## config.mk

```make
export PLATFORM = sky130hd
export DESIGN_NAME = sitk_div
export DESIGN_NICKNAME = d
export VERILOG_FILES = /design/src/sv/sitk_pkg.sv /design/src/sv/sitk_div.sv
export SDC_FILE = /design/constraint.sdc
export NUM_CORES = 1
export LEC_CHECK = 0
export BUFFER_PORTS_ARGS = -buffer_cell sky130_fd_sc_hd__buf_4
export CAP_MARGIN = 20
export CORE_AREA = 2 2 111 70
export DETAILED_ROUTE_END_ITERATION = 16
export DIE_AREA = 0 0 113 72
export PLACE_DENSITY = 0.8
export SYNTH_ARGS = -nofsm -noshare
export SYNTH_HDL_FRONTEND = slang
export SYNTH_SLANG_ARGS = --single-unit
```

## constraint.sdc

```tcl
create_clock -name clk_i -period 3.4 [get_ports clk_i]
set_input_delay 0.17 -clock clk_i [delete_from_list [all_inputs] [get_ports clk_i]]
set_output_delay 0.17 -clock clk_i [all_outputs]
set_load 0.01 [all_outputs]
```

## src/sv/sitk_pkg.sv

```systemverilog
// Package for the skin influence top-k table: transaction types, slot layout,
// status and operation codes, and parameter defaults. No dependencies.
package sitk_pkg;

  localparam int VERTEX_W = 12;
  localparam int JOINT_W  = 8;
  localparam int WEIGHT_W = 16;
  localparam int SLOT_W   = 2;

  // Normalization: quotient of (w << 16 + sum/2) / sum is at most 65536.
  localparam int FRAC_W  = 16;
  localparam int QUOT_W  = FRAC_W + 1;
  localparam int NUMER_W = WEIGHT_W + FRAC_W + 1;

  localparam int DEF_VERTEX_COUNT   = 4096;
  localparam int DEF_MAX_INFLUENCES = 4;
  localparam int DEF_JOINT_COUNT    = 256;
  localparam int DEF_SUM_W          = WEIGHT_W + $clog2(DEF_MAX_INFLUENCES);

  typedef enum logic [0:0] {
    OP_INSERT   = 1'b0,
    OP_FINALIZE = 1'b1
  } op_e;

  typedef enum logic [1:0] {
    ST_FILL    = 2'd0,
    ST_REPLACE = 2'd1,
    ST_DROP    = 2'd2,
    ST_NORM    = 2'd3
  } status_e;

  typedef struct packed {
    op_e                 operation;
    logic [VERTEX_W-1:0] vertex_index;
    logic [JOINT_W-1:0]  joint_index;
    logic [WEIGHT_W-1:0] weight_value;
  } in_t;

  typedef struct packed {
    status_e             status;
    logic [SLOT_W-1:0]   slot;
    logic [JOINT_W-1:0]  slot_joint;
    logic [WEIGHT_W-1:0] slot_weight;
    logic                last;
  } out_t;

  // One influence slot as held in the store.
  typedef struct packed {
    logic [JOINT_W-1:0]  joint;
    logic [WEIGHT_W-1:0] weight;
  } slot_t;

endpackage

```

## src/sv/sitk_div.sv

```systemverilog
// Radix-2 restoring divider, one quotient bit per cycle, for weight normalization.
// Depends on sitk_pkg for the numerator and quotient widths.
module sitk_div #(
  parameter int SUM_W = sitk_pkg::DEF_SUM_W
) (
  input  logic                         clk_i,
  input  logic                         rst_ni,
  input  logic                         start_i,
  input  logic [sitk_pkg::NUMER_W-1:0] numer_i,
  input  logic [SUM_W-1:0]             denom_i,
  output logic [sitk_pkg::QUOT_W-1:0]  quot_o,
  output logic                         done_o
);

  localparam int QW    = sitk_pkg::QUOT_W;
  localparam int CNT_W = $clog2(QW);

  // The caller guarantees the numerator's upper part is below the divisor,
  // so the quotient fits in QW bits and the remainder starts from it.
  logic [SUM_W-1:0] rem_q, rem_d;
  logic [QW-1:0]    lo_q, lo_d;
  logic [SUM_W-1:0] den_q, den_d;
  logic [CNT_W-1:0] cnt_q, cnt_d;
  logic             busy_q, busy_d;
  logic             done_q, done_d;

  logic [SUM_W:0] shifted;
  logic [SUM_W:0] diff;
  logic           ge;

  always_comb begin
    shifted = {rem_q, lo_q[QW-1]};
    ge      = (shifted >= {1'b0, den_q});
    diff    = shifted - {1'b0, den_q};

    rem_d  = rem_q;
    lo_d   = lo_q;
    den_d  = den_q;
    cnt_d  = cnt_q;
    busy_d = busy_q;
    done_d = 1'b0;

    if (start_i) begin
      rem_d  = SUM_W'(numer_i[sitk_pkg::NUMER_W-1:QW]);
      lo_d   = numer_i[QW-1:0];
      den_d  = denom_i;
      cnt_d  = '0;
      busy_d = 1'b1;
    end else if (busy_q) begin
      rem_d = ge ? diff[SUM_W-1:0] : shifted[SUM_W-1:0];
      lo_d  = {lo_q[QW-2:0], ge};
      cnt_d = cnt_q + 1'b1;
      if (cnt_q == CNT_W'(QW - 1)) begin
        busy_d = 1'b0;
        done_d = 1'b1;
      end
    end
  end

  always_ff @(posedge clk_i or negedge rst_ni) begin
    if (!rst_ni) begin
      rem_q  <= '0;
      lo_q   <= '0;
      den_q  <= '0;
      cnt_q  <= '0;
      busy_q <= 1'b0;
      done_q <= 1'b0;
    end else begin
      rem_q  <= rem_d;
      lo_q   <= lo_d;
      den_q  <= den_d;
      cnt_q  <= cnt_d;
      busy_q <= busy_d;
      done_q <= done_d;
    end
  end

  assign quot_o = lo_q;
  assign done_o = done_q;

endmodule

```

==> results of run 1 <==
[logic make-up after synthesis]
kind of cell,Yosys count,share of synthesized area
adder cells (fa/ha/maj),21,0.0708
XOR/XNOR,14,0.0321
multiplexers,32,0.0852
flip-flops,60,0.393
buffers and inverters,52,0.0580
AND/OR/NAND/NOR,121,0.162
AO/OA/AOI/OAI,129,0.199
[stage by stage]
stage	std cells	util	hold WS (ns)
global placement	566	0.615	0.286
finish	583	0.657	0.0478
detailed placement	566	0.615	0.291
global route	583	0.657	0.0441
floorplan	429	-	-0.126
CTS	583	0.657	0.0366
[power breakdown]
part / internal (mW) / leakage [nW] / switching [mW]
logic: 0.795 / 1.37 / 0.973
registers: 0.857 / 0.735 / 0.108
clock network: 0.562 / 0.139 / 0.308
total: 2.21 / 2.25 / 1.39
[layout make-up]
type	count	area, µm²
clock buffers	11	233
clock inverters	5	52.6
fillers	578	2430
inverters	23	86.3
multi-input cells	317	2100
flip-flops and latches	60	1500
well taps	91	114
repair buffers	76	573
[state kept, by name, indices dropped and copies added, names as in the netlist]
name,flops
rem_q,18
quot_o,17
busy_q,1
cnt_q,5
done_o,1
den_q,18
[worst paths after layout]
kind,start,to
max reg2reg,quot_o[16],rem_q[16]
min in group asynchronous,rst_ni,den_q[17]
max in group asynchronous,rst_ni,busy_q
min,denom_i[3],den_q[3]
max,quot_o[16],rem_q[16]
min reg2reg,den_q[13],den_q[13]
[timing repair]
action / CTS / global route
hold buffers: 1 / 0
buffers inserted: 0 / 0
hold endpoints to repair: 60 / 0
[critical path: stages, from the launching register on]
cell and delay (ns):
dfrtp_1 0.38, inv_1 0.07, ha_1 0.22, fa_1 0.42, nor2b_1 0.20, o31a_1 0.22, nor3_1 0.07, o21ai_0 0.59
nor4_1 0.12, o32ai_1 0.33, o21ai_0 0.11
[cell usage in the layout (no fill, tap or decap), drive strengths merged, types with 2 or more instances in the layout]
master and n:
buf 75, o21ai 65, dfrtp 60, nand2 44, a21oi 31, mux2i 28, inv 23, ha 20
nor2 20, nor3b 15, clkbuf 11, nand3 10, a21o 7, a31oi 7, xor2 7, xnor2 7
nor3 6, a211o 5, nand4 4, or3 4, mux2 4, and3 3, and2b 3, clkinv 3
nand2b 2, nor2b 2, o21a 2, and2 2, nor4 2, a41oi 2
[routing by layer]
layer,share of wire,vias up,GRT usage
met5,0,-,0
met3,0.053,4,0.0760
met1,0.50,1557,0.348
met4,0.0053,0,0.0542
li1,-,1637,-
met2,0.44,78,0.353
==> results.md, run 1 <==
- Status: finished with violations
- Violated checks: design-rule violations
- First-pass GRT wire length: 15.5 mm
- Worst Skew: 0.00980 ns
- Max Cap Violations: 0
- CP Data Required Time: 3.57 ns
- Share of the synthesized area in the top cell type: 0.393
- Sequential share of the synthesized area: 0.393
- CTS H-tree lvls: 3
- Longest Clk Path Bufs: 2
- I/O pin count: 72
- DRT Wirelength: 9.13 mm
- Largest area contributor in the netlist: dfrtp_1
- Total die area: 8140 µm²
- Final WS setup: 0.525 ns
- Final Hold Viols: 0
- Yosys Warn Count: 0
- Total track usage: 0.240
- Worst VDD drop: 0.405 mV
- Vias: 3276
- Min Tclk post-route: 2.88 ns
- Power Dens Cells: 774 nW/µm²
- RSZ-0062 raised after global routing: no
- Share of post-route cells with drive strength above 1: 0.199
- Pin count of the biggest net entering global routing: 67
- Initial Util: 0.539
- Period utilisation layout: 0.846
- Reg2Reg Setup Slack: 0.52 ns
- Max-slew headroom at the worst pin: 0.479
- Via-to-Cell Ratio: 5.62
- Placer Congestion: 0.861
- Synth top area cells: dfrtp_1, o21ai_0, mux2i_1
- Main synth FF type: dfrtp_1
- Routed wire per std cell: 15.7 µm
- Worst Tran Pin Value: 0.782 ns
- PostCTS Resize Cnt: 0
- Final Cell Area: 4660 µm²
- CTS root buf: clkbuf_16
- IO buf count: 71
- Dpl ws: 0.651 ns
- Crit. End Element: register
- Power, Total: 3.60 mW
- DRT Pass-1 Iters: 10
- Number of CTS-inserted buffers: 9
- Avg Inst Size Synth: 8.90 µm²
- Die Ht: 72 µm
- Initial antenna violation count: 0
- Post-synth net total: 504
- Crit start category: register
- Grt ovf: 0
- CTS sink count: 60
- Max Freq: 348 MHz
- Nets: 562
- Crit Path Class: reg -> reg
- Mapped Cells: 429
- Hold crit path type: in -> reg
- Critical-path maximum fanout: 5
- Worst Reg-to-Reg Cells: 10
- Clock Pin Slew Worst Setup and Hold Paths: 0.05 ns
- Ys async rst share: 1.00
- Antenna fix cells: 0
- Row count: 24
- Drt drc: 4
- Post-route ant nets: 0
- Clk_lat worst skew: 0.33 ns
- Static leakage: 2.25 nW
- Number of global-route vias before repair: 3147
- CTS tree: done
- Post-synth cell types: 53
- Die X: 113 µm
- CORE AREA: 7090 µm²
- Placed cell area: 4360 µm²
- HPWL Detailed: 6.34 mm
- 1st-iter DRT viols: 273
- List of most frequent post-synthesis cells: dfrtp_1, o21ai_0, nand2_1, a21oi_1, mux2i_1
- WHS Path Cells: 3
- Setup TNS: 0 ns
- Fin. max-slew vios: 0
- #FFs+latches synth: 60
- Layout area overhead: 22.0%
- Mapped cell area: 3820 µm²
- Post-synth EDFFs: 0
- Setup-failing EPs final: 0
- CP arrival: 3.05 ns
Note: power is estimated with default switching activity, not from simulation.
==> inputs of run 2 (changes only) <==
--- a/config.mk
+++ b/config.mk
@@ -7,10 +7,10 @@
 export LEC_CHECK = 0
 export BUFFER_PORTS_ARGS = -buffer_cell sky130_fd_sc_hd__buf_4
 export CAP_MARGIN = 20
-export CORE_AREA = 2 2 111 70
+export CORE_AREA = 2 2 115 73
 export DETAILED_ROUTE_END_ITERATION = 16
-export DIE_AREA = 0 0 113 72
-export PLACE_DENSITY = 0.8
+export DIE_AREA = 0 0 117 75
+export PLACE_DENSITY = 0.78
 export SYNTH_ARGS = -nofsm -noshare
 export SYNTH_HDL_FRONTEND = slang
 export SYNTH_SLANG_ARGS = --single-unit
==> constraint.sdc (replaced) <==
create_clock -name clk_i -period 2.5 [get_ports clk_i]
set_input_delay 0.125 -clock clk_i [delete_from_list [all_inputs] [get_ports clk_i]]
set_output_delay 0.125 -clock clk_i [all_outputs]
set_load 0.01 [all_outputs]
==> run 2 against run 1 <==
Clock power up 31%; die area increased by 7.9%; the run ends with negative setup slack left; critical endpoint unchanged; sequential share of layout area decreased by 3.5 points.
==> results.md, run 2 (synthesized netlist as in run 1, its figures left out) <==
- Internal: 3.58 mW (was 2.21 mW)
- Reg2Reg Setup Slack: -0.0001 ns (was 0.52 ns)
- Post-route ant nets: 0 (unchanged)
- Number of CTS-inserted buffers: 9 (unchanged)
- Clk pwr share: 0.195 (was 0.242)
- Fin. max-slew vios: 0 (unchanged)
- Grt ovf: 0 (unchanged)
- Most common cell after layout, fill and taps aside: buf_4 (unchanged)
- Final WS setup: -0.000108 ns (was 0.525 ns)
- Fin util: 0.683 (was 0.657)
- Hold crit path type: in -> reg (unchanged)
- Clk_lat worst skew: 0.34 ns (was 0.33 ns)
- Critical path's slowest cell: dfrtp_1 (was o21ai_0)
- CP Data Required Time: 2.68 ns (was 3.57 ns)
- Psw: 2.26 mW (was 1.39 mW)
- Share of post-route cells with drive strength above 1: 0.278 (was 0.199)
- Logic pwr share: 0.576 (was 0.491)
- CTS root buf: clkbuf_16 (unchanged)
- Total die area: 8780 µm² (was 8140 µm²)
- Longest Clk Path Bufs: 2 (unchanged)
- Switching share of total power: 0.387 (was 0.386)
- Slowest Stage Delay on Critical Path: 0.39 ns (was 0.59 ns)
- Row count: 25 (was 24)
- Sequence of cells on the critical path: ha_2 -> a21oi_1 -> o21ai_1 -> nand4_1 -> a41oi_4 -> clkbuf_16 -> o211ai_1 -> o32ai_2 -> o21ai_0 (was inv_1 -> ha_1 -> fa_1 -> nor2b_1 -> o31a_1 -> nor3_1 -> o21ai_0 -> nor4_1 -> o32ai_1 -> o21ai_0)
- Flop pwr share: 0.230 (was 0.268)
- IO buf count: 71 (unchanged)
- R2R Path Start: rem_q[11] (was quot_o[16])
- Critical-path maximum fanout: 6 (was 5)
- Via-to-Cell Ratio: 5.58 (was 5.62)
- 1st-iter DRT viols: 264 (was 273)
- Violated checks: negative setup slack (was design-rule violations)
- Number of global-route vias before repair: 3352 (was 3147)
- DRT Wirelength: 10.6 mm (was 9.13 mm)
- Setup-failing EPs final: 1 (was 0)
- Placed cell count: 607 (was 566)
- Worst Tran Pin Value: 0.818 ns (was 0.782 ns)
- Status: finished with violations (unchanged)
- Initial Util: 0.498 (was 0.539)
- Final Hold Viols: 0 (unchanged)
- CTS H-tree lvls: 3 (unchanged)
- Power Dens Cells: 1120 nW/µm² (was 774 nW/µm²)
- Antenna fix cells: 0 (unchanged)
- Leading cell types in the layout, fill and taps excluded: buf_4, dfrtp_1, o21ai_0 (was buf_4, o21ai_0, dfrtp_1)
- Fillers: 616 (was 578)
- Hold_ws: 0.00274 ns (was 0.0478 ns)
- Die Ht: 75 µm (was 72 µm)
- Final non-filler cell total: 644 (was 583)
- Die X: 117 µm (was 113 µm)
- CTS sink count: 60 (unchanged)
- Drt drc: 0 (was 4)
- CORE AREA: 7660 µm² (was 7090 µm²)
- Vias: 3596 (was 3276)
- Crit Path Class: reg -> reg (unchanged)
- HPWL Detailed: 6.79 mm (was 6.34 mm)
- Min Tclk post-route: 2.50 ns (was 2.88 ns)
- Layout area overhead: 37.0% (was 22.0%)
- CTS tree: done (unchanged)
- Max Cap Violations: 0 (unchanged)
- Crit. End Element: register (unchanged)
- R2R Path End: rem_q[16] (unchanged)
- Worst Reg-to-Reg Cells: 9 (was 10)
- Pin count of the biggest net entering global routing: 62 (was 67)
- WHS Path Cells: 3 (unchanged)
- Hold EP: quot_o[9] (was den_q[3])
- Static leakage: 2.49 nW (was 2.25 nW)
- Worst VDD drop: 0.542 mV (was 0.405 mV)
- Max-slew headroom at the worst pin: 0.454 (was 0.479)
- CP arrival: 2.68 ns (was 3.05 ns)
- HP Start: numer_i[9] (was denom_i[3])
- I/O pin count: 72 (unchanged)
- DRT Pass-1 Iters: 5 (was 10)
- Placer Congestion: 0.908 (was 0.861)
- RSZ-0062 raised after global routing: yes (was no)
- Worst Skew: 0.00889 ns (was 0.00980 ns)
- Total track usage: 0.240 (about the same)
- Nets: 606 (was 562)
- Initial antenna violation count: 0 (unchanged)
- Crit start category: register (unchanged)
- Max Freq: 400 MHz (was 348 MHz)
- Period utilisation layout: 1.00 (was 0.846)
- Routed wire per std cell: 16.5 µm (was 15.7 µm)
- First-pass GRT wire length: 16.1 mm (was 15.5 mm)
- Clock Pin Slew Worst Setup and Hold Paths: 0.05 ns (about the same)
==> run 2: changes by cell type in the layout (fill, tap and decap cells not counted), moves of 2 or more <==
cell,delta
nor4_1,-2
ha_1,-6
buf_6,+2
nor4_2,+2
buf_4,+25
o21ai_0,-3
ha_4,+5
o21ai_1,+2
dlygate4sd3_1,+13
clkbuf_16,+2
==> run 2: worst max path at each step <==
stage	from	end	slack, ns	depth (start not counted)
after global routing	rem_q[6]	rem_q[11]	-0.11	10
after floorplan	rem_q[9]	rem_q[17]	0.12	9
after detailed placement	den_q[1]	rem_q[16]	-0.02	10
after CTS	rem_q[11]	rem_q[1]	0.03	8
final	rem_q[11]	rem_q[16]	-0.0001	9
after global placement	rem_q[1]	rem_q[17]	0.02	9
==> run 2: per-stage QoR <==
stage               setup slack [ns]   TNS [ns]  instance area (µm²)  power, mW
CTS                           0.0314          0                 5030       5.36
detailed placement           -0.0194    -0.0419                 4580       4.02
finish                     -0.000108  -0.000108                 5230       5.84
global route                  -0.106      -1.23                 5230       6.20
global placement              0.0196          0                 4580       3.92
floorplan                      0.115          0                 3820       3.18
==> run 2: routing by layer <==
metal,wire length [µm],GRT usage
met5,0,0
met4,132,0.0693
met3,750,0.0717
met2,4670,0.356
met1,5100,0.342
==> run 2: critical path: cells and delay by family, from the launching register on <==
family / cells / cell delay, ns
AOI/OAI and AO/OA: 6 / 1.15
DFF: 1 / 0.39
adders and majority gates: 1 / 0.39
buffers and inverters: 1 / 0.22
and+or+nand+nor: 1 / 0.19
==> run 2: layout make-up <==
cell class / instances / area [µm²] / area share
clock inverter: 5 / 27.5 / 0.00526
clock buffer: 11 / 243 / 0.0464
timing repair buffer: 120 / 1010 / 0.193
sequential: 60 / 1500 / 0.287
tap: 108 / 135 / 0.0258
multi-input combinational: 317 / 2230 / 0.425
inverter: 23 / 86.3 / 0.0165
==> run 2: what timing repair did <==
action / 4_1_cts / 5_1_grt
buffers inserted: 0 / 4
setup endpoints to repair: 7 / 18
pin swaps: 1 / 9
hold endpoints to repair: 73 / 0
resized for setup: 2 / 24
cloned: 1 / 2
hold buffers: 14 / 0
==> run 2: power by group through the flow <==
stage               Combinational [mW]  Sequential [mW]  Clock, mW
global route                      3.63             1.36       1.20
CTS                               2.88             1.31       1.16
finish                            3.36             1.34       1.14
floorplan                         1.88             1.30          0
detailed placement                2.69             1.32          0
global placement                  2.61             1.32          0
==> inputs of run 3 (changes only) <==
--- a/config.mk
+++ b/config.mk
@@ -11,6 +11,7 @@
 export DETAILED_ROUTE_END_ITERATION = 16
 export DIE_AREA = 0 0 117 75
 export PLACE_DENSITY = 0.78
+export SETUP_SLACK_MARGIN = 0.4
 export SYNTH_ARGS = -nofsm -noshare
 export SYNTH_HDL_FRONTEND = slang
 export SYNTH_SLANG_ARGS = --single-unit
==> run 3 against run 2 <==
The run now ends clean; total power rose by 4.1%; via count fell by 2.6%; design area increased by 2.8%; register-to-register slack gained 0.08 ns; first-iteration DRC count down 8.7%; critical path depth stayed put; routed wire length is 7.2% lower; die area unchanged; highest routed layer unchanged; largest power group unchanged; sequential share of layout area fell by 0.77 points.
==> results.md, run 3 (synthesized netlist as in run 1, its figures left out) <==
- Status: completed (was finished with violations)
- WHS Path Cells: 3 (unchanged)
- Placed cell count: 591 (was 607)
- Crit start category: register (unchanged)
- Number of global-route vias before repair: 3322 (was 3352)
- Static leakage: 2.50 nW (was 2.49 nW)
- IO buf count: 71 (unchanged)
- Final WS setup: 0.0792 ns (was -0.000108 ns)
- DRT Pass-1 Iters: 5 (unchanged)
- CTS root buf: clkbuf_16 (unchanged)
- HPWL Detailed: 6.41 mm (was 6.79 mm)
- Most common cell after layout, fill and taps aside: buf_4 (unchanged)
- Reg2Reg Setup Slack: 0.08 ns (was -0.0001 ns)
- Total track usage: 0.243 (was 0.240)
- CP arrival: 2.60 ns (was 2.68 ns)
- Total die area: 8780 µm² (unchanged)
- Antenna fix cells: 0 (unchanged)
- Clk_lat worst skew: 0.33 ns (was 0.34 ns)
- 1st-iter DRT viols: 241 (was 264)
- Worst Skew: 0.00639 ns (was 0.00889 ns)
- Max Cap Violations: 0 (unchanged)
- CTS H-tree lvls: 3 (unchanged)
- Crit. End Element: register (unchanged)
- Routed wire per std cell: 15.3 µm (was 16.5 µm)
- Vias: 3504 (was 3596)
- Via-to-Cell Ratio: 5.43 (was 5.58)
- Dpl ws: 0.0570 ns (was -0.0194 ns)
- Fin. max-slew vios: 0 (unchanged)
- Drt drc: 0 (unchanged)
- First-pass GRT wire length: 16.3 mm (was 16.1 mm)
- Worst Tran Pin Value: 0.892 ns (was 0.818 ns)
- Pin count of the biggest net entering global routing: 61 (was 62)
- Worst VDD drop: 0.561 mV (was 0.542 mV)
- Hold crit path type: in -> reg (unchanged)
- Period utilisation layout: 0.968 (was 1.00)
- Post-route ant nets: 0 (unchanged)
- CORE AREA: 7660 µm² (unchanged)
- Power Dens Cells: 1130 nW/µm² (was 1120 nW/µm²)
- Final Hold Viols: 0 (unchanged)
- Share of post-route cells with drive strength above 1: 0.302 (was 0.278)
- Max Freq: 413 MHz (was 400 MHz)
- Worst Reg-to-Reg Cells: 9 (unchanged)
- Initial Util: 0.498 (unchanged)
- Number of CTS-inserted buffers: 9 (unchanged)
- CTS sink count: 60 (unchanged)
- Die X: 117 µm (unchanged)
- Row count: 25 (unchanged)
- CP Data Required Time: 2.68 ns (about the same)
- DRT Wirelength: 9.88 mm (was 10.6 mm)
- Final non-filler cell total: 645 (was 644)
- Max-slew headroom at the worst pin: 0.405 (was 0.454)
- Nets: 607 (was 606)
- Leading cell types in the layout, fill and taps excluded: buf_4, dfrtp_1, nand2_1, o21ai_0, a21oi_1 (was buf_4, dfrtp_1, o21ai_0)
- RSZ-0062 raised after global routing: yes (unchanged)
- Critical-path maximum fanout: 5 (was 6)
- Placer Congestion: 0.903 (was 0.908)
- R2R Path End: rem_q[13] (was rem_q[16])
- R2R Path Start: rem_q[3] (was rem_q[11])
- I/O pin count: 72 (unchanged)
- Initial antenna violation count: 0 (unchanged)
- Hold EP: den_q[10] (was quot_o[9])
- Longest Clk Path Bufs: 2 (unchanged)
- CTS tree: done (unchanged)
- HP Start: denom_i[10] (was numer_i[9])
- Setup-failing EPs final: 0 (was 1)
- Die Ht: 75 µm (unchanged)
- Grt ovf: 0 (unchanged)
- Layout area overhead: 40.8% (was 37.0%)
- Min Tclk post-route: 2.42 ns (was 2.50 ns)
- Crit Path Class: reg -> reg (unchanged)
- Clock Pin Slew Worst Setup and Hold Paths: 0.05 ns (about the same)
[run 3: metrics by stage]
step / TNS, ns / area (µm²) / total power, mW / util / hold WS [ns]
6_report: 0 / 5380 / 6.08 / 0.701 / 0.00932
3_3_place_gp: 0 / 4590 / 3.95 / 0.598 / 0.252
4_1_cts: 0 / 5330 / 5.93 / 0.696 / 0.000168
2_1_floorplan: 0 / 3980 / 3.44 / - / -0.171
5_1_grt: -0.0372 / 5380 / 6.48 / 0.701 / 0.0141
3_5_place_dp: 0 / 4590 / 4.01 / 0.598 / 0.247
[run 3: final cells by class]
cell class,count,area [µm²]
Timing Repair Buffer,121,1010
Clock inverter,6,87.6
Multi-Input combinational cell,317,2310
Fill cell,575,2290
Clock buffer,10,239
Tap cell,108,135
Inverter,23,86.3
Sequential cell,60,1500
[run 3: timing repair]
| action | in CTS | in global routing |
|---|---|---|
| gates cloned | 2 | 0 |
| setup endpoints to repair | 19 | 19 |
| hold endpoints to repair | 75 | 1 |
| hold buffers | 16 | 1 |
| pin swaps | 6 | 2 |
| buffers inserted | 17 | 2 |
| gates resized for setup | 18 | 5 |
[run 3: worst max-delay path, stage by stage, from the launching register on]
cell,delay (ns)
dfrtp_1,0.41
ha_4,0.31
nand3_2,0.08
a211o_1,0.25
a211o_1,0.30
a41oi_4,0.31
buf_6,0.16
and2b_1,0.18
a31oi_1,0.17
o21ai_1,0.08
[run 3: worst max path at each step]
stage	from	to	slack, ns	cells after the start
2_1_floorplan	den_q[10]	rem_q[17]	0.29	10
3_3_place_gp	rem_q[13]	rem_q[11]	0.11	9
3_5_place_dp	rem_q[11]	rem_q[15]	0.06	9
4_1_cts	rem_q[3]	rem_q[11]	0.19	9
5_1_grt	rem_q[3]	rem_q[11]	-0.03	9
6_report	rem_q[3]	rem_q[13]	0.08	9
[run 3: power breakdown]
| part | leakage, nW | switching [mW] | internal (mW) | total [mW] |
|---|---|---|---|---|
| clock network | 0.162 | 0.448 | 0.898 | 1.35 |
| logic | 1.60 | 1.60 | 1.78 | 3.38 |
| registers | 0.735 | 0.183 | 1.16 | 1.35 |
| total | 2.50 | 2.23 | 3.84 | 6.08 |
[run 3: layer usage]
metal  part of all wire  GRT usage  wire length, µm
met1               0.49      0.346             4850
met4              0.014     0.0667              142
met5                  0          0                0
met3              0.053     0.0717              527
met2               0.44      0.364             4360
